**src/hw/rtl/xcs_pkg.sv**
```systemverilog
// types, character codes and byte judging functions for the xss character scrubber
// no dependencies; imported by xcs_front, xcs_back and xss_character_scrubber
`default_nettype none

package xcs_pkg;

	// characters the scrubber looks for, and the replacement character
	localparam logic [7:0] CH_PERCENT    = 8'h25;
	localparam logic [7:0] CH_DQUOTE     = 8'h22;
	localparam logic [7:0] CH_LT         = 8'h3C;
	localparam logic [7:0] CH_GT         = 8'h3E;
	localparam logic [7:0] CH_APOS       = 8'h27;
	localparam logic [7:0] CH_UNDERSCORE = 8'h5F;

	// hex digit ranges
	localparam logic [7:0] CH_DIG_0 = 8'h30;
	localparam logic [7:0] CH_DIG_9 = 8'h39;
	localparam logic [7:0] CH_UP_A  = 8'h41;
	localparam logic [7:0] CH_UP_F  = 8'h46;
	localparam logic [7:0] CH_LO_A  = 8'h61;
	localparam logic [7:0] CH_LO_F  = 8'h66;

	// one group of output words produced by one accepted input word
	typedef struct packed {
		logic [2:0][7:0] bytes;    // already scrubbed
		logic [2:0]      danger;   // word was replaced, count it
		logic [1:0]      last_idx; // index of the final word in the group
		logic            last;     // group closes the string
	} grp_t;

	// dangerous character test
	function automatic logic is_bad(input logic [7:0] v);
		return (v == CH_DQUOTE) || (v == CH_LT) || (v == CH_GT) || (v == CH_APOS);
	endfunction

	// hex digit decode: {valid, nibble}
	function automatic logic [4:0] hex_val(input logic [7:0] c);
		logic [7:0] d;
		d = 8'd0;
		if (c >= CH_DIG_0 && c <= CH_DIG_9) begin
			d = c - CH_DIG_0;
			return {1'b1, d[3:0]};
		end else if (c >= CH_UP_A && c <= CH_UP_F) begin
			d = c - CH_UP_A + 8'd10;
			return {1'b1, d[3:0]};
		end else if (c >= CH_LO_A && c <= CH_LO_F) begin
			d = c - CH_LO_A + 8'd10;
			return {1'b1, d[3:0]};
		end
		return 5'd0;
	endfunction

	// judge a byte with two lookahead bytes, decoding a percent escape
	function automatic logic judge_esc(input logic [7:0] b, input logic [7:0] la0,
			input logic [7:0] la1);
		logic [4:0] hi;
		logic [4:0] lo;
		hi = hex_val(la0);
		lo = hex_val(la1);
		if (b == CH_PERCENT && hi[4] && lo[4])
			return is_bad({hi[3:0], lo[3:0]});
		return is_bad(b);
	endfunction

	// replacement of a dangerous byte
	function automatic logic [7:0] scrub(input logic [7:0] b, input logic bad);
		return bad ? CH_UNDERSCORE : b;
	endfunction

endpackage

`default_nettype wire

```
**src/hw/rtl/xcs_front.sv**
```systemverilog
// front end of the scrubber: lookahead window and judging of each byte
// depends on xcs_pkg; feeds word groups into xcs_fifo
`default_nettype none

module xcs_front (
	input  wire              clk,
	input  wire              arst_n,
	input  wire              s_tvalid,
	output logic             s_tready,
	input  wire  [7:0]       s_tdata,   // [7:0] in_byte
	input  wire              s_tlast,
	output logic             grp_valid,
	output xcs_pkg::grp_t    grp,
	input  wire              grp_ready
);
	import xcs_pkg::*;

	logic [7:0] win0_q;
	logic [7:0] win1_q;
	logic [1:0] fill_q;
	logic       accept;
	logic [2:0] bad;

	assign s_tready  = grp_ready;
	assign accept    = s_tvalid && s_tready;
	assign grp_valid = s_tvalid && (s_tlast || fill_q == 2'd2);

	// build the group of judged words for this input word
	always_comb begin
		bad          = 3'b000;
		grp.bytes    = '{default: 8'd0};
		grp.last_idx = 2'd0;
		grp.last     = s_tlast;
		if (!s_tlast) begin
			grp.bytes[0] = win0_q;
			bad[0]       = judge_esc(win0_q, win1_q, s_tdata);
		end else begin
			unique case (fill_q)
				2'd1: begin
					grp.bytes[0] = win0_q;
					grp.bytes[1] = s_tdata;
					bad[0]       = is_bad(win0_q);
					bad[1]       = is_bad(s_tdata);
					grp.last_idx = 2'd1;
				end
				2'd2: begin
					grp.bytes[0] = win0_q;
					grp.bytes[1] = win1_q;
					grp.bytes[2] = s_tdata;
					bad[0]       = judge_esc(win0_q, win1_q, s_tdata);
					bad[1]       = is_bad(win1_q);
					bad[2]       = is_bad(s_tdata);
					grp.last_idx = 2'd2;
				end
				default: begin
					grp.bytes[0] = s_tdata;
					bad[0]       = is_bad(s_tdata);
				end
			endcase
		end
		grp.danger   = bad;
		grp.bytes[0] = scrub(grp.bytes[0], bad[0]);
		grp.bytes[1] = scrub(grp.bytes[1], bad[1]);
		grp.bytes[2] = scrub(grp.bytes[2], bad[2]);
	end

	// window shift register
	always_ff @(posedge clk or negedge arst_n) begin
		if (!arst_n) begin
			win0_q <= 8'd0;
			win1_q <= 8'd0;
			fill_q <= 2'd0;
		end else if (accept) begin
			if (s_tlast) begin
				win0_q <= 8'd0;
				win1_q <= 8'd0;
				fill_q <= 2'd0;
			end else if (fill_q == 2'd0) begin
				win0_q <= s_tdata;
				fill_q <= 2'd1;
			end else if (fill_q == 2'd1) begin
				win1_q <= s_tdata;
				fill_q <= 2'd2;
			end else begin
				win0_q <= win1_q;
				win1_q <= s_tdata;
			end
		end
	end

endmodule

`default_nettype wire

```
**src/hw/rtl/xcs_fifo.sv**
```systemverilog
// small register queue between the front and back of the scrubber
// no dependencies; generic width and power-of-two depth
`default_nettype none

module xcs_fifo #(
	parameter int WIDTH = 8,
	parameter int DEPTH = 4
) (
	input  wire              clk,
	input  wire              arst_n,
	input  wire              wr_valid,
	output logic             wr_ready,
	input  wire  [WIDTH-1:0] wr_data,
	output logic             rd_valid,
	input  wire              rd_pop,
	output logic [WIDTH-1:0] rd_data
);
	localparam int AW = (DEPTH > 1) ? $clog2(DEPTH) : 1;

	logic [WIDTH-1:0] mem_q [DEPTH];
	logic [AW-1:0]    wr_ptr_q;
	logic [AW-1:0]    rd_ptr_q;
	logic [AW:0]      count_q;
	logic             push;
	logic             pop;

	assign wr_ready = count_q != (AW+1)'(DEPTH);
	assign rd_valid = count_q != '0;
	assign rd_data  = mem_q[rd_ptr_q];
	assign push     = wr_valid && wr_ready;
	assign pop      = rd_pop && rd_valid;

	// storage
	always_ff @(posedge clk) begin
		if (push)
			mem_q[wr_ptr_q] <= wr_data;
	end

	// pointers and fill count
	always_ff @(posedge clk or negedge arst_n) begin
		if (!arst_n) begin
			wr_ptr_q <= '0;
			rd_ptr_q <= '0;
			count_q  <= '0;
		end else begin
			if (push)
				wr_ptr_q <= wr_ptr_q + 1'b1;
			if (pop)
				rd_ptr_q <= rd_ptr_q + 1'b1;
			if (push && !pop)
				count_q <= count_q + 1'b1;
			else if (pop && !push)
				count_q <= count_q - 1'b1;
		end
	end

endmodule

`default_nettype wire

```
**src/hw/rtl/xcs_back.sv**
```systemverilog
// back end of the scrubber: expands word groups, keeps the replacement count
// depends on xcs_pkg; takes groups from xcs_fifo, drives the output stream
`default_nettype none

module xcs_back #(
	parameter int COUNT_BITS = 16
) (
	input  wire              clk,
	input  wire              arst_n,
	input  wire              grp_valid,
	input  xcs_pkg::grp_t    grp,
	output logic             grp_pop,
	output logic             m_tvalid,
	input  wire              m_tready,
	output logic [31:0]      m_tdata,   // [7:0] out_byte, [23:8] replaced_count,
	                                    // [24] attack_found, [31:25] zero
	output logic             m_tlast
);
	import xcs_pkg::*;

	localparam logic [COUNT_BITS-1:0] CNT_MAX = {COUNT_BITS{1'b1}};

	logic [1:0]            k_q;
	logic [COUNT_BITS-1:0] cnt_q;
	logic                  m_valid_q;
	logic [7:0]            byte_q;
	logic [15:0]           shown_q;
	logic                  attack_q;
	logic                  last_q;

	logic                  fire;
	logic                  at_end;
	logic                  close;
	logic [7:0]            sel_byte;
	logic                  sel_bad;
	logic [COUNT_BITS-1:0] cnt_inc;
	logic [15:0]           shown;

	// select the current word of the head group
	assign sel_byte = grp.bytes[k_q];
	assign sel_bad  = grp.danger[k_q];
	assign at_end   = k_q == grp.last_idx;
	assign close    = at_end && grp.last;
	assign fire     = grp_valid && (!m_valid_q || m_tready);
	assign grp_pop  = fire && at_end;

	// saturating count including this word
	assign cnt_inc = (sel_bad && cnt_q != CNT_MAX) ? cnt_q + 1'b1 : cnt_q;

	// clamp to the 16-bit field
	generate
		if (COUNT_BITS > 16) begin : g_clamp
			assign shown = (|cnt_inc[COUNT_BITS-1:16]) ? 16'hFFFF : cnt_inc[15:0];
		end else begin : g_extend
			assign shown = 16'(cnt_inc);
		end
	endgenerate

	// control state
	always_ff @(posedge clk or negedge arst_n) begin
		if (!arst_n) begin
			k_q       <= 2'd0;
			cnt_q     <= '0;
			m_valid_q <= 1'b0;
		end else begin
			if (fire) begin
				k_q       <= at_end ? 2'd0 : k_q + 2'd1;
				cnt_q     <= close ? '0 : cnt_inc;
				m_valid_q <= 1'b1;
			end else if (m_tready) begin
				m_valid_q <= 1'b0;
			end
		end
	end

	// output word register
	always_ff @(posedge clk) begin
		if (fire) begin
			byte_q   <= sel_byte;
			shown_q  <= shown;
			attack_q <= cnt_inc != '0;
			last_q   <= close;
		end
	end

	assign m_tvalid = m_valid_q;
	assign m_tdata  = {7'd0, attack_q, shown_q, byte_q};
	assign m_tlast  = last_q;

`ifndef SYNTHESIS
	a_idle_index: assert property (@(posedge clk) disable iff (!arst_n)
		!grp_valid |-> k_q == 2'd0)
		else $error("word index moved without a group");
	a_index_range: assert property (@(posedge clk) disable iff (!arst_n)
		grp_valid |-> k_q <= grp.last_idx)
		else $error("word index beyond the group");
	a_count_clear: assert property (@(posedge clk) disable iff (!arst_n)
		fire && close |=> cnt_q == '0)
		else $error("count not cleared after the final word");
	a_attack_flag: assert property (@(posedge clk) disable iff (!arst_n)
		m_valid_q |-> attack_q == (shown_q != 16'd0))
		else $error("attack flag disagrees with count");
`endif

endmodule

`default_nettype wire

```
**src/hw/rtl/xss_character_scrubber.sv**
```systemverilog
// A byte's output word enters the group queue with the input word that completes
//   its two-byte lookahead (or with the final byte), and leaves through the output register.
// Throughput: one input word per cycle while the queue has room; a final byte releases one
//   to three output words from the back end's group expansion, one per cycle when not stalled.
// Reset (arst_n low, asynchronous): window, fill, queue, count and output valid clear.
// Top level of the scrubber; depends on xcs_pkg, xcs_front, xcs_fifo and xcs_back
`default_nettype none

module xss_character_scrubber #(
	parameter int COUNT_BITS = 16
) (
	input  wire         clk,
	input  wire         arst_n,
	input  wire         s_tvalid,
	output logic        s_tready,
	input  wire  [7:0]  s_tdata,   // [7:0] in_byte
	input  wire         s_tlast,
	output logic        m_tvalid,
	input  wire         m_tready,
	output logic [31:0] m_tdata,   // [7:0] out_byte, [23:8] replaced_count,
	                               // [24] attack_found, [31:25] zero
	output logic        m_tlast
);
	import xcs_pkg::*;

	localparam int GW = $bits(grp_t);

	logic   push_valid;
	logic   push_ready;
	grp_t   push_grp;
	logic   head_valid;
	logic   head_pop;
	grp_t   head_grp;
	logic [GW-1:0] head_bits;

	// window and judging
	xcs_front u_front (
		.clk       (clk),
		.arst_n    (arst_n),
		.s_tvalid  (s_tvalid),
		.s_tready  (s_tready),
		.s_tdata   (s_tdata),
		.s_tlast   (s_tlast),
		.grp_valid (push_valid),
		.grp       (push_grp),
		.grp_ready (push_ready)
	);

	// group queue
	xcs_fifo #(
		.WIDTH (GW),
		.DEPTH (4)
	) u_fifo (
		.clk      (clk),
		.arst_n   (arst_n),
		.wr_valid (push_valid),
		.wr_ready (push_ready),
		.wr_data  (push_grp),
		.rd_valid (head_valid),
		.rd_pop   (head_pop),
		.rd_data  (head_bits)
	);

	assign head_grp = grp_t'(head_bits);

	// expansion, counting and output register
	xcs_back #(
		.COUNT_BITS (COUNT_BITS)
	) u_back (
		.clk       (clk),
		.arst_n    (arst_n),
		.grp_valid (head_valid),
		.grp       (head_grp),
		.grp_pop   (head_pop),
		.m_tvalid  (m_tvalid),
		.m_tready  (m_tready),
		.m_tdata   (m_tdata),
		.m_tlast   (m_tlast)
	);

endmodule

`default_nettype wire

```
**config.mk**
```make
export PLATFORM = sky130hd
export DESIGN_NAME = xss_character_scrubber
export DESIGN_NICKNAME = d
export VERILOG_FILES = /design/src/hw/rtl/xcs_pkg.sv /design/src/hw/rtl/xcs_front.sv /design/src/hw/rtl/xcs_fifo.sv /design/src/hw/rtl/xcs_back.sv /design/src/hw/rtl/xss_character_scrubber.sv
export SDC_FILE = /design/constraint.sdc
export NUM_CORES = 1
export LEC_CHECK = 0
export BUFFER_PORTS_ARGS = -buffer_cell sky130_fd_sc_hd__buf_2
export CAP_MARGIN = 20
export CORE_AREA = 2 2 150 152
export DETAILED_ROUTE_END_ITERATION = 12
export DIE_AREA = 0 0 152 154
export PLACE_DENSITY_LB_ADDON = 0.1
export REMOVE_ABC_BUFFERS = 1
export SYNTH_ARGS = -nofsm -noshare
export SYNTH_HDL_FRONTEND = slang
export SYNTH_SLANG_ARGS = --single-unit
```
**constraint.sdc**
```tcl
create_clock -name clk -period 3.7 [get_ports clk]
set_input_delay 0.185 -clock clk [delete_from_list [all_inputs] [get_ports clk]]
set_output_delay 0.185 -clock clk [all_outputs]
set_load 0.01 [all_outputs]
```
=== After elaboration in Yosys (flattened, before gate mapping) ===
Memories as Yosys holds them, arrays and structs flattened.
Index checks and enable logic that the tools add are counted.

* $add $sub $neg: 16
* $mul: 0
* Divide/modulo/power cells: 0
* $lt $le $gt $ge: 13
* Equal/unequal tests: 28
* Shifts and indexed selects: 0
* Muxes and demuxes: 73
* Bitwise logic cells: 0
* Reduce and logical (&&, ||, !) cells: 50

{| class="wikitable"
|+ Operators by type and width
! operator !! count
|-
| 8-bit by 6-bit equality test with 1-bit output (second input constant) || 21
|-
| 8-bit 2-to-1 mux || 12
|-
| 5-bit 2-to-1 mux || 16
|-
| 16-bit 2-to-1 mux || 3
|-
| 8-bit by 7-bit greater-or-equal comparator with 1-bit output (second input constant) || 4
|-
| 8-bit by 7-bit less-or-equal comparator with 1-bit output (second input constant) || 4
|-
| 1-bit 2-to-1 mux || 28
|-
| 4-bit by 1-bit subtractor with 4-bit output (second input constant) || 6
|-
| 1-bit logical AND || 20
|-
| 1-bit logical OR || 17
|-
| 16-bit by 1-bit adder with 16-bit output (second input constant) || 1
|-
| 4-bit adder (second input constant) || 4
|-
| 8-bit binary-select mux with 2-bit select || 1
|-
| 8-bit by 6-bit greater-or-equal comparator with 1-bit output (second input constant) || 2
|-
| 8-bit by 6-bit less-or-equal comparator with 1-bit output (second input constant) || 2
|-
| 16-bit != test (second input constant) || 1
|-
| 8-bit one-hot mux with 2 select lines || 1
|-
| 16-bit nonzero test || 1
|-
| 2-bit 2-to-1 mux || 6
|-
| 2-bit by 1-bit adder with 2-bit output (second input constant) || 3
|-
| 3-bit 2-to-1 mux || 2
|-
| 2-bit AND reduction || 3
|-
| 3-bit nonzero test || 2
|-
| 1-bit one-hot mux with 2 select lines || 2
|-
| 15 further kinds || 18
|}

* Flip-flop bits (word level): 70
* Bits in latches: 0
* RAM bits: 120
* Bits in read-only memories: 0
* Output and inout bits: 35
* Memories kept: 1

{| class="wikitable"
|+ Memories
! name !! words !! width !! rd ports !! clocked after memory_dff !! write ports !! line !! text
|-
| u_fifo.mem_q || 4 || 30 || 1 || 0 || 1 || xcs_fifo.sv:20 || <nowiki>logic [WIDTH-1:0] mem_q [DEPTH];</nowiki>
|}

=== Logic depth before layout (Yosys ltp) ===
Gate-level depths: netlist of run 1.

* Depth in word-level cells: 19
* Mapped depth: 11
* Mapped depth without buffers: 10

=== Hierarchy ===
A second synthesis of run 1 with hierarchy kept.

* Cells, all modules: 677
* Area, all modules: 9,118.7 µm²

{| class="wikitable"
|+ Modules (own cells, without submodules)
! module !! instances !! cells an instance !! area each (µm²)
|-
| xcs_fifo || 1 || 192 || 4,779.6
|-
| xcs_back || 1 || 226 || 2,383.5
|-
| xcs_front || 1 || 259 || 1,955.6
|}

=== Worst setup path before layout of run 1 ===
Ideal clock, no wire load.

* Path type: flip-flop to flip-flop
* Start: register u_fifo.count_q[0]
* End: register u_fifo.count_q[2]
* Setup time: 0.079 ns
* Data arrival time: 2.932 ns
* Path slack: 0.689 ns
* Cell stages (with the launch flop): 11
* Buffers on the path: 0
* Cells stage by stage: dfrtp_1 nor3_1 a21o_1 clkinv_1 nand3_1 ha_1 inv_1 fa_1 xor2_1 nor2_1 xor2_1

* Word-level cells in the longest chain between the ends: 7
* Elaborated cells between the ends (all ways): 15
* Those cells by class: add/sub (2); eq/ne (1); mux (2); reduce/logical (10)

{| class="wikitable"
|+ RTL lines
! item !! line !! text
|-
| start, declared || xcs_fifo.sv:23 || <nowiki>logic [AW:0] count_q;</nowiki>
|-
| start signal, assigned || xcs_fifo.sv:51 || <nowiki>count_q <= count_q + 1'b1;</nowiki>
|-
| start signal, assigned || xcs_fifo.sv:53 || <nowiki>count_q <= count_q - 1'b1;</nowiki>
|-
| 3-bit nonzero test (*) || xcs_fifo.sv:28 || <nowiki>assign rd_valid = count_q != '0;</nowiki>
|-
| 1-bit logical AND (*) || xcs_back.sv:44 || <nowiki>assign fire = grp_valid && (!m_valid_q || m_tready);</nowiki>
|-
| named net u_back.fire || xcs_back.sv:31 || <nowiki>logic fire;</nowiki>
|-
| 1-bit logical AND (*) || xcs_back.sv:45 || <nowiki>assign grp_pop = fire && at_end;</nowiki>
|-
| 1-bit logical AND (*) || xcs_fifo.sv:31 || <nowiki>assign pop = rd_pop && rd_valid;</nowiki>
|-
| 1-bit zero test || xcs_fifo.sv:50 || <nowiki>if (push && !pop)</nowiki>
|-
| 1-bit logical AND || xcs_fifo.sv:50 ||
|-
| 3-bit 2-to-1 mux / 2-bit nonzero test (equally long branches) || -- ||
|}

The timed path passes the listed nets; every way through them passes the cells marked *. The select of a mux whose other input is x is not followed.
A chain may end at the register's enable or synchronous reset.

=== Worst setup path after layout of run 1 ===
* Start: register u_fifo.rd_ptr_q[0]
* End: register u_back.attack_q, data pin

* Word-level cells in the longest chain between the ends: 6

{| class="wikitable"
|+ RTL lines
! item !! line !! text
|-
| start, declared || xcs_fifo.sv:22 || <nowiki>logic [AW-1:0] rd_ptr_q;</nowiki>
|-
| start signal, assigned || xcs_fifo.sv:49 || <nowiki>rd_ptr_q <= rd_ptr_q + 1'b1;</nowiki>
|-
| memory 4 x 30 bit || -- ||
|-
| 1-bit binary-select mux with 2-bit select || xcs_back.sv:41 || <nowiki>assign sel_bad = grp.danger[k_q];</nowiki>
|-
| 1-bit 2-to-1 mux (implied by the code) || xcs_back.sv:41 ||
|-
| 1-bit logical AND || xcs_back.sv:48 || <nowiki>assign cnt_inc = (sel_bad && cnt_q != CNT_MAX) ? cnt_q + 1'b1 : cnt_q;</nowiki>
|-
| 16-bit 2-to-1 mux || xcs_back.sv:48 ||
|-
| named net u_back.cnt_inc[9] || xcs_back.sv:36 || <nowiki>logic [COUNT_BITS-1:0] cnt_inc;</nowiki>
|-
| 16-bit nonzero test || xcs_back.sv:81 || <nowiki>attack_q <= cnt_inc != '0;</nowiki>
|-
| end signal, assigned || xcs_back.sv:81 ||
|-
| end, declared || xcs_back.sv:28 || <nowiki>logic attack_q;</nowiki>
|}

The timed path passes the listed nets, and every way through them passes these cells. The select of a mux whose other input is x is not followed.

==> impl_metrics.tcl, run 1 <==
set metrics [dict create \
    die_x_um 152 \
    place_inst 964 \
    yosysTopAreaCellShare_pct 48.71 \
    status "completed" \
    cpLargestDelayFamily "simple AND/OR/NAND/NOR gates" \
    hp-start "s_tdata[5]" \
    dr.pass1.iters 5 \
    hold_viol_final 0 \
    r2r_end "u_back.attack_q$_DFFE_PP_" \
    drtIter0Drc 543 \
    peakVddDrop_mv 0.3623 \
    async_reset_ff_share_pct 23.16 \
    grt_first_pass_wirelength_um 31710 \
    nFillCells 1935 \
    grt_overflow_total 0 \
    synth_seq_area_share_pct 60.94 \
    layout_setup_ws_ns 0.2854 \
    fin_tns_setup_ns 0 \
    ctsHtreeMaxLevel 4 \
    finalCritPeriodShare_pct 92.29 \
    synth-seq-cells 190 \
    drcViolationCount 0 \
    r2r-start "u_fifo.rd_ptr_q[0]$_DFFE_PN0P_" \
    min_to "u_front.win0_q[5]$_DFFE_PN0P_" \
    cts_sinks 190 \
    grt_usage_pct 17.54 \
    drive_gt1_share_pct 18.55 \
    rr_worst_depth 7 \
    hpwl_um 12880 \
    tightest_slew_ns 0.7604 \
    synth_cell_types 68 \
    wl_per_cell_um 20.08 \
    chipHeight_um 154 \
    register_area_um2 5487 \
    path_clk_slew_ns 0.07 \
    max_cap_viol_count 0 \
    grt_pass1_vias 5582 \
    vias 5631 \
    antenna_found_initial 0 \
    critPathCaptureType "flop" \
    ios 48 \
    multi_input_area_um2 3211 \
    final_cells 997 \
    slowest_delay_ns 0.58 \
    vias_per_cell 5.648 \
    critPathLaunchType "flop" \
    pre_cts_slack_ns 0.1072 \
    clockBufferDepth 2 \
    cp.arrival_ns 3.58 \
    antenna_left 0 \
    power_density_nw_per_um2 795.9 \
    fin_crit_ns 3.415 \
    crit_required_ns 3.87 \
    final_nets 737 \
    io_buffer_count 40 \
    path_class "flop to flop" \
    synth_edf_count 146 \
    synth_cells 668 \
    cts_tree "done" \
    row_count 54 \
    clockRootBuffer "clkbuf_16" \
    crit_buf_inv 0 \
    grt_start_max_net_pins 45 \
    gp_congestion 0.8216 \
    rrSetupSlack_ns 0.29 \
    routed_wl_um 20020 \
    syn_avg_cell_area_um2 13.47 \
    setup_viol 0 \
    cts_buffers 17 \
    syn-cell-area_um2 9001 \
    rsz0062_at_grt "false" \
    slowest_stage "or4_1" \
    diodes 0 \
    ys_warn_count 0 \
    crit_path_frequent_cell "or4_1" \
    slew_headroom_pct 48.88 \
    hp-class "primary input to flop" \
    leakage_nw 3.766 \
    hold_depth 3 \
    maxSlewViolCount 0 \
    max_freq_mhz 292.9 \
    synth-main-ff-cell "edfxtp_1" \
    initial_core_util_pct 41.50 \
    path_cells "mux2i_1, a221oi_1, a221oi_4, or4_1, xnor2_1, or4_1, or4_1" \
    ys_top_cells_by_area "edfxtp_1 49%, dfrtp_1 12%, mux4_2 7.3%" \
    yosys.area.top_type "edfxtp_1" \
    core_area_um2 21690 \
    worstPathMaxFanout 11 \
    skew_ns 0.01197 \
    die_area_um2 23410 \
    synthToLayoutAreaGrowth_pct 12.04 \
    clock_latency_ns 0.43 \
    post_cts_buffers 0 \
]
==> per-layer routing <==
layer  GRT usage [%]  part of all wire (%)
met1           25.59                    47
met2           27.37                    47
met3           3.467                   5.2
met4           3.961                  0.81
met5               0                     0
==> state kept, by name, indices dropped and copies added, names as in the netlist, 2 cells and up <==
name / count
u_fifo.mem_q: 120
u_back.cnt_q: 16
u_back.shown_q: 16
u_back.byte_q: 8
u_front.win0_q: 8
u_front.win1_q: 8
u_fifo.count_q: 3
u_back.k_q: 2
u_fifo.rd_ptr_q: 2
u_fifo.wr_ptr_q: 2
u_front.fill_q: 2
==> worst max-delay path by stage <==
stage	from	to	cells past startpoint
6_report	u_fifo.rd_ptr_q[0]$_DFFE_PN0P_	u_back.attack_q$_DFFE_PP_	7
5_1_grt	u_fifo.rd_ptr_q[0]$_DFFE_PN0P_	u_back.attack_q$_DFFE_PP_	7
4_1_cts	u_fifo.rd_ptr_q[0]$_DFFE_PN0P_	u_back.attack_q$_DFFE_PP_	7
3_5_place_dp	u_fifo.rd_ptr_q[0]$_DFFE_PN0P_	u_back.attack_q$_DFFE_PP_	7
3_3_place_gp	u_fifo.rd_ptr_q[0]$_DFFE_PN0P_	u_back.attack_q$_DFFE_PP_	7
2_1_floorplan	u_fifo.rd_ptr_q[0]$_DFFE_PN0P_	u_back.attack_q$_DFFE_PP_	7
==> repair_timing <==
item | 4_1_cts | 5_1_grt
resized for setup | 0 | 1
hold buffers | 2 | 0
hold endpoints to repair | 45 | 0
setup endpoints to repair | 0 | 1
==> synthesized netlist by cell type (all sizes together) (4+ instances only) <==
cell	number
edfxtp	146
nand2	49
dfrtp	44
nor2	37
clkbuf	31
inv	29
mux4	29
o21ai	27
mux2i	26
ha	18
buf	17
a21oi	16
xnor2	16
a22oi	15
nand3	15
nor3	14
a22o	12
o22ai	10
o31ai	10
xor2	10
and3	9
and2	8
nand4	7
a31oi	5
a32oi	5
a21o	4
nor4	4
==> worst reg2reg max path: stages, from the launching register on <==
cell and delay (ns):
dfrtp_2 0.55, mux2i_1 0.17, a221oi_1 0.51, a221oi_4 0.22, or4_1 0.58, xnor2_1 0.16, or4_1 0.54, or4_1 0.41
==> cells in the final DEF (no fill, tap or decap), drive strengths merged, types with 12 or more instances in the layout <==
master    n
inv      32
nor3     14
buf      58
xnor2    16
a22oi    15
mux4     29
edfxtp  146
dfrtp    44
nand2    49
nand3    15
a21oi    16
o21ai    27
nor2     37
ha       18
a22o     12
clkbuf   18
mux2i    26
==> cells by family after synthesis <==
logic type / Yosys count / share of synthesized area (%)
AO/OA/AOI/OAI: 123 / 9.438
XOR/XNOR: 26 / 2.613
adder cells (fa/ha/maj): 19 / 2.725
buffers and inverters: 78 / 3.767
flip-flops: 190 / 60.94
multiplexers: 57 / 10.40
other: 1 / 0.04166
AND/OR/NAND/NOR: 174 / 10.08
==> per-stage QoR <==
stage / hold WS [ns] / cell area [um^2] / power [W] / utilization, %
6_report: 0.1735 / 10080 / 0.008027 / 46.50
2_1_floorplan: -0.1106 / 8797 / 0.005285 / -
5_1_grt: 0.1779 / 10080 / 0.008558 / 46.50
4_1_cts: 0.1590 / 10070 / 0.008076 / 46.45
3_3_place_gp: 0.3413 / 9484 / 0.006205 / 43.73
3_5_place_dp: 0.3482 / 9484 / 0.006299 / 43.73
==> power by group <==
group / total (W) / leakage [nW] / switching [W] / internal [W]
Combinational: 0.00288 / 1.55 / 0.00171 / 0.00118
Clock: 0.00178 / 0.269 / 0.000782 / 0.000995
Sequential: 0.00337 / 1.95 / 0.000380 / 0.00299
==> layout make-up <==
| cell class | instances | share of cell area, % |
|---|---|---|
| Clock buffer | 18 | 4.256 |
| Sequential cell | 190 | 54.40 |
| Multi-Input combinational cell | 406 | 31.84 |
| Clock inverter | 13 | 1.390 |
| Timing Repair Buffer | 60 | 3.524 |
| Inverter | 30 | 1.117 |
| Tap cell | 280 | 3.474 |
No activity file was read; power rests on OpenSTA's default activity.
==> run 2: changes to the inputs <==
--- a/config.mk
+++ b/config.mk
@@ -7,9 +7,9 @@
 export LEC_CHECK = 0
 export BUFFER_PORTS_ARGS = -buffer_cell sky130_fd_sc_hd__buf_2
 export CAP_MARGIN = 20
-export CORE_AREA = 2 2 150 152
+export CORE_AREA = 2 2 134 169
 export DETAILED_ROUTE_END_ITERATION = 12
-export DIE_AREA = 0 0 152 154
+export DIE_AREA = 0 0 136 171
 export PLACE_DENSITY_LB_ADDON = 0.1
 export REMOVE_ABC_BUFFERS = 1
 export SYNTH_ARGS = -nofsm -noshare
==> impl_metrics.tcl, run 2 (synthesis results as in run 1) <==
set metrics [dict create \
    vias 5557 \
    final_common_cell "edfxtp_1" \
    initial_core_util_pct 41.24 \
    drcViolationCount 0 \
    cts_tree "done" \
    layout_setup_ws_ns 0.3487 \
    skew_ns 0.009805 \
    dpl_cell_area_um2 9495 \
    leakage_nw 3.802 \
    whs_ns 0.1769 \
    synthToLayoutAreaGrowth_pct 12.69 \
    r2r_end "u_back.attack_q$_DFFE_PP_" \
    min_to "u_front.fill_q[0]$_DFFE_PN0P_" \
    critPathCaptureType "flop" \
    antenna_left 0 \
    final_cell_mix "146 x edfxtp_1, 49 x nand2_1, 43 x dfrtp_1, 40 x buf_2, 37 x nor2_1" \
    regMostFlops "u_fifo.mem_q" \
    cpLargestDelayFamily "simple AND/OR/NAND/NOR gates" \
    gp_congestion 0.8506 \
    row_count 61 \
    power_density_nw_per_um2 795.5 \
    crit_required_ns 3.87 \
    path_class "flop to flop" \
    crit_cells 7 \
    die_area_um2 23260 \
    grt_first_pass_wirelength_um 31190 \
    drtIter0Drc 434 \
    ctsHoldBuffers 2 \
    crit_buf_inv 0 \
    antenna_found_initial 0 \
    slowest_stage "a221oi_2" \
    die_x_um 136 \
    grt_usage_pct 17.67 \
    fin_tns_setup_ns 0 \
    status "completed" \
    chipHeight_um 171 \
    vias_per_cell 5.546 \
    clockBufferDepth 2 \
    grt_overflow_total 0 \
    grt_start_max_net_pins 38 \
    fin_crit_ns 3.351 \
    critPathLaunchType "flop" \
    ios 48 \
    clock_latency_ns 0.43 \
    drive_gt1_share_pct 18.92 \
    path_clk_slew_ns 0.07 \
    hold_viol_final 0 \
    io_buffer_count 40 \
    cts_buffers 17 \
    hold_depth 3 \
    hp-class "primary input to flop" \
    r2r-start "u_fifo.rd_ptr_q[0]$_DFFE_PN0P_" \
    post_cts_buffers 0 \
    finalCritPeriodShare_pct 90.58 \
    routed_wl_um 19480 \
    cts_sinks 190 \
    crit_path_frequent_cell "or4_1" \
    final_nets 738 \
    tightest_slew_ns 0.8065 \
    core_area_um2 21830 \
    fin_area_um2 10140 \
    grt_pass1_vias 5695 \
    clockRootBuffer "clkbuf_16" \
    dr.pass1.iters 5 \
    slew_headroom_pct 46.23 \
    slowest_delay_ns 0.65 \
    reg_top3 "u_fifo.mem_q x120, u_back.cnt_q x16, u_back.shown_q x16" \
    hp-start "s_tvalid" \
    rsz0062_at_grt "false" \
    hpwl_um 13020 \
    peakVddDrop_mv 0.3431 \
    ctsResizeCount 0 \
    largest_register_ffs 120 \
    maxSlewViolCount 0 \
    path_cells "mux4_2, and2_4, a221oi_2, or4_1, xnor2_1, or4_1, or4_1" \
    worstPathMaxFanout 11 \
    diodes 0 \
    setup_viol 0 \
    wl_per_cell_um 19.44 \
    max_cap_viol_count 0 \
    rrSetupSlack_ns 0.35 \
    pre_cts_slack_ns 0.3662 \
    cp.arrival_ns 3.52 \
    rr_worst_depth 7 \
    ctsHtreeMaxLevel 4 \
    max_freq_mhz 298.4 \
]
==> run 2: cell types whose count changed in the layout (fill, tap and decap cells not counted), sizes merged <==
| cell | before | now |
|---|---|---|
| buf | 58 | 59 |
| inv | 32 | 36 |
| clkbuf | 18 | 17 |
| clkinvlp | 4 | 1 |
| clkinv | 5 | 6 |
==> run 2: area by class of cell <==
cell class / instances / area, um^2
Clock inverter: 15 / 202.7
Inverter: 30 / 112.6
Sequential cell: 190 / 5487
Clock buffer: 17 / 425.4
Tap cell: 283 / 354.1
Timing Repair Buffer: 61 / 362.8
Multi-Input combinational cell: 406 / 3199
Fill cell: 1984 / 11690
==> run 2: stage by stage <==
step                instances  util [%]  power, W
finish                   1002     46.47  0.008070
global route             1002     46.47  0.008574
CTS                      1002     46.47  0.008161
detailed placement        968     43.50  0.006246
global placement          968     43.50  0.006177
floorplan                 626         -  0.005285
==> run 2: worst max-delay path by stage <==
| stage | to | slack [ns] | start |
|---|---|---|---|
| after floorplan | u_back.attack_q$_DFFE_PP_ | -0.42 | u_fifo.rd_ptr_q[0]$_DFFE_PN0P_ |
| after global placement | u_back.attack_q$_DFFE_PP_ | 0.35 | u_fifo.rd_ptr_q[0]$_DFFE_PN0P_ |
| after detailed placement | u_back.attack_q$_DFFE_PP_ | 0.37 | u_fifo.rd_ptr_q[0]$_DFFE_PN0P_ |
| after CTS | u_back.attack_q$_DFFE_PP_ | 0.36 | u_fifo.rd_ptr_q[0]$_DFFE_PN0P_ |
| after global routing | u_back.attack_q$_DFFE_PP_ | 0.18 | u_fifo.rd_ptr_q[0]$_DFFE_PN0P_ |
| final | u_back.attack_q$_DFFE_PP_ | 0.35 | u_fifo.rd_ptr_q[0]$_DFFE_PN0P_ |
==> run 2: worst reg2reg max path, cell delays in order, from the launching register on <==
cell	delay (ns)
dfrtp_2	0.44
mux4_2	0.54
and2_4	0.18
a221oi_2	0.65
or4_1	0.25
xnor2_1	0.09
or4_1	0.53
or4_1	0.42
==> run 2: per-layer routing <==
layer | up-vias | track usage, % | routed length, um
met5 | - | 0 | 0
met4 | 0 | 5.299 | 325
met3 | 19 | 3.674 | 668
met2 | 114 | 30.13 | 9919
met1 | 2819 | 22.66 | 8565
li1 | 2605 | - | -
==> run 2: report_power, final <==
group          switching (W)  total [W]  internal, W
logic                0.00166    0.00283      0.00117
clock network       0.000871    0.00191      0.00104
registers           0.000345    0.00333      0.00299
==> run 3: changes to the inputs <==
--- a/config.mk
+++ b/config.mk
@@ -7,11 +7,12 @@
 export LEC_CHECK = 0
 export BUFFER_PORTS_ARGS = -buffer_cell sky130_fd_sc_hd__buf_2
 export CAP_MARGIN = 20
-export CORE_AREA = 2 2 134 169
+export CORE_AREA = 2 2 135 170
 export DETAILED_ROUTE_END_ITERATION = 12
-export DIE_AREA = 0 0 136 171
+export DIE_AREA = 0 0 137 172
 export PLACE_DENSITY_LB_ADDON = 0.1
 export REMOVE_ABC_BUFFERS = 1
 export SYNTH_ARGS = -nofsm -noshare
 export SYNTH_HDL_FRONTEND = slang
+export SYNTH_HIERARCHICAL = 1
 export SYNTH_SLANG_ARGS = --single-unit
==> impl_metrics.tcl, run 3 <==
set metrics [dict create \
    status "completed" \
    synth_edf_count 146 \
    cp.arrival_ns 3.21 \
    critPathLaunchType "flop" \
    r2r_end "u_back/attack_q$_DFFE_PP_" \
    ys_top_cells_by_area "edfxtp_1 48%, dfrtp_1 12%, mux4_2 6.9%" \
    antenna_left 0 \
    wl_per_cell_um 18.91 \
    drtIter0Drc 377 \
    drcViolationCount 0 \
    rsz0062_at_grt "false" \
    synth_seq_area_share_pct 60.15 \
    grt_first_pass_wirelength_um 30860 \
    post_cts_buffers 0 \
    maxSlewViolCount 0 \
    core_area_um2 21980 \
    layout_setup_ws_ns 0.6502 \
    ys_warn_count 6 \
    synth_most_common_cell "edfxtp_1" \
    slew_headroom_pct 54.11 \
    largest_register_ffs 120 \
    hold_depth 3 \
    hp-start "m_tready" \
    setup_viol 0 \
    die_x_um 137 \
    syn_avg_cell_area_um2 13.47 \
    antenna_found_initial 0 \
    synth_cell_types 70 \
    row_count 61 \
    pre_cts_slack_ns 0.6582 \
    diodes 0 \
    clock_latency_ns 0.43 \
    drive_gt1_share_pct 18.34 \
    cts_buffers 17 \
    synthToLayoutAreaGrowth_pct 10.74 \
    max_cap_viol_count 0 \
    yosysTopAreaCellShare_pct 48.08 \
    final_cell_mix "146 x edfxtp_1, 79 x nand2_1, 44 x o21ai_0, 43 x dfrtp_1, 40 x buf_2" \
    hp-class "primary input to flop" \
    tightest_slew_ns 0.6876 \
    vias_per_cell 5.574 \
    yosys.area.top_type "edfxtp_1" \
    rrSetupSlack_ns 0.65 \
    crit_required_ns 3.86 \
    final_common_cell "edfxtp_1" \
    r2r-start "u_fifo/rd_ptr_q[0]$_DFFE_PN0P_" \
    ctsHtreeMaxLevel 4 \
    worstPathMaxFanout 13 \
    finalCritPeriodShare_pct 82.43 \
    hold_viol_final 0 \
    fin_crit_ns 3.050 \
    grt_start_max_net_pins 37 \
    min_to "u_back/m_tvalid$_DFFE_PN0P_" \
    ios 48 \
    chipHeight_um 172 \
    path_class "flop to flop" \
    skew_ns 0.01029 \
    grt_usage_pct 17.33 \
    hpwl_um 12900 \
    synth_cells 677 \
    synth-seq-cells 190 \
    syn-cell-area_um2 9119 \
    grt_pass1_vias 5531 \
    async_reset_ff_share_pct 23.16 \
    gp_congestion 0.8271 \
    final_nets 746 \
    peakVddDrop_mv 0.3446 \
    ctsResizeCount 0 \
    fin_tns_setup_ns 0 \
    rr_worst_depth 8 \
    reg_top3 "u_fifo/mem_q x120, u_back/cnt_q x16, u_back/shown_q x16" \
    die_area_um2 23560 \
    leakage_nw 3.725 \
    path_clk_slew_ns 0.07 \
    synth-main-ff-cell "edfxtp_1" \
    regMostFlops "u_fifo/mem_q" \
    max_freq_mhz 327.9 \
    cts_sinks 190 \
    clockBufferDepth 2 \
    routed_wl_um 19070 \
    io_buffer_count 40 \
    dr.pass1.iters 5 \
    vias 5619 \
    power_density_nw_per_um2 746.3 \
    initial_core_util_pct 41.48 \
    cts_tree "done" \
    critPathCaptureType "flop" \
    clockRootBuffer "clkbuf_16" \
    grt_overflow_total 0 \
    synth_commonest_cells "146 x edfxtp_1, 79 x nand2_1, 44 x dfrtp_1, 44 x o21ai_0, 28 x mux4_2" \
]
-- run 3: cell types whose count changed after synthesis, moves of 8 or more --
| cell | delta |
|---|---|
| clkbuf_1 | -8 |
| nand2_1 | +30 |
| o21ai_0 | +18 |
| nor2_1 | -13 |
| o22ai_1 | -10 |
| a31oi_1 | +9 |
-- run 3: final cells by class --
class	count	area [um^2]
fill	2004	11880
sequential	190	5487
multi-input combinational	423	3281
clock buffer	17	425.4
tap	283	354.1
timing repair buffer	56	322.8
clock inverter	15	138.9
inverter	24	90.09
-- run 3: through the flow --
step	hold WS [ns]	cell area [um^2]	power [W]	util, %	cells
floorplan	-0.1106	8856	0.005005	-	637
global placement	0.05561	9524	0.005848	43.33	975
detailed placement	0.05816	9524	0.005898	43.33	975
CTS	0.01276	10100	0.007645	45.94	1008
global route	0.03259	10100	0.008042	45.94	1008
finish	0.03287	10100	0.007537	45.94	1008
-- run 3: worst max path at each step --
stage / from / to / slack, ns
6_report: u_fifo/rd_ptr_q[0]$_DFFE_PN0P_ / u_back/attack_q$_DFFE_PP_ / 0.65
5_1_grt: u_fifo/rd_ptr_q[0]$_DFFE_PN0P_ / u_back/attack_q$_DFFE_PP_ / 0.41
4_1_cts: u_fifo/rd_ptr_q[0]$_DFFE_PN0P_ / u_back/attack_q$_DFFE_PP_ / 0.66
3_5_place_dp: u_fifo/rd_ptr_q[0]$_DFFE_PN0P_ / u_back/attack_q$_DFFE_PP_ / 0.66
3_3_place_gp: u_fifo/rd_ptr_q[0]$_DFFE_PN0P_ / u_back/attack_q$_DFFE_PP_ / 0.73
2_1_floorplan: u_fifo/rd_ptr_q[0]$_DFFE_PN0P_ / u_fifo/count_q[1]$_DFFE_PN0P_ / 0.1
-- run 3: power by group --
group	leakage [nW]	internal (W)	total, W	switching [W]
clock network	0.262	0.000934	0.00173	0.000800
logic	1.51	0.00105	0.00251	0.00146
registers	1.95	0.00293	0.00329	0.000366
total	3.73	0.00491	0.00754	0.00263
-- run 3: routing by layer --
| layer | vias up | routed length (um) | global-route usage, % |
|---|---|---|---|
| li1 | 2636 | - | - |
| met1 | 2853 | 8537 | 23.12 |
| met4 | 0 | 215 | 5.199 |
| met2 | 116 | 9716 | 29.05 |
| met5 | - | 0 | 0 |
| met3 | 14 | 595 | 2.902 |
-- run 3: critical path: stages, from the launching register on --
cell       delay [ns]
dfrtp_2          0.62
mux4_2           0.55
mux2i_1          0.23
a2bb2oi_2        0.34
nor3_1           0.15
nand2_1          0.12
mux2i_1          0.28
nor4bb_1         0.34
nand4_1          0.14
-- run 3: kinds of logic (layout without fill, tap and decap cells) --
group / count (synthesis) / after routing / synth area share, %
mux: 54 / 54 / 10.22
buf+inv: 70 / 112 / 4.116
flops: 190 / 190 / 60.15
fa+ha+maj: 21 / 21 / 2.964
simple gates: 186 / 186 / 10.09
xor+xnor: 20 / 20 / 1.921
compound gates: 135 / 135 / 10.50
other cells: 1 / 7 / 0.04112
-- run 3: repair_timing --
item                                    in CTS  in global routing
hold buffers                                 1                  0
hold endpoints to repair                     8                  0
endpoints found under the setup margin       0                  0
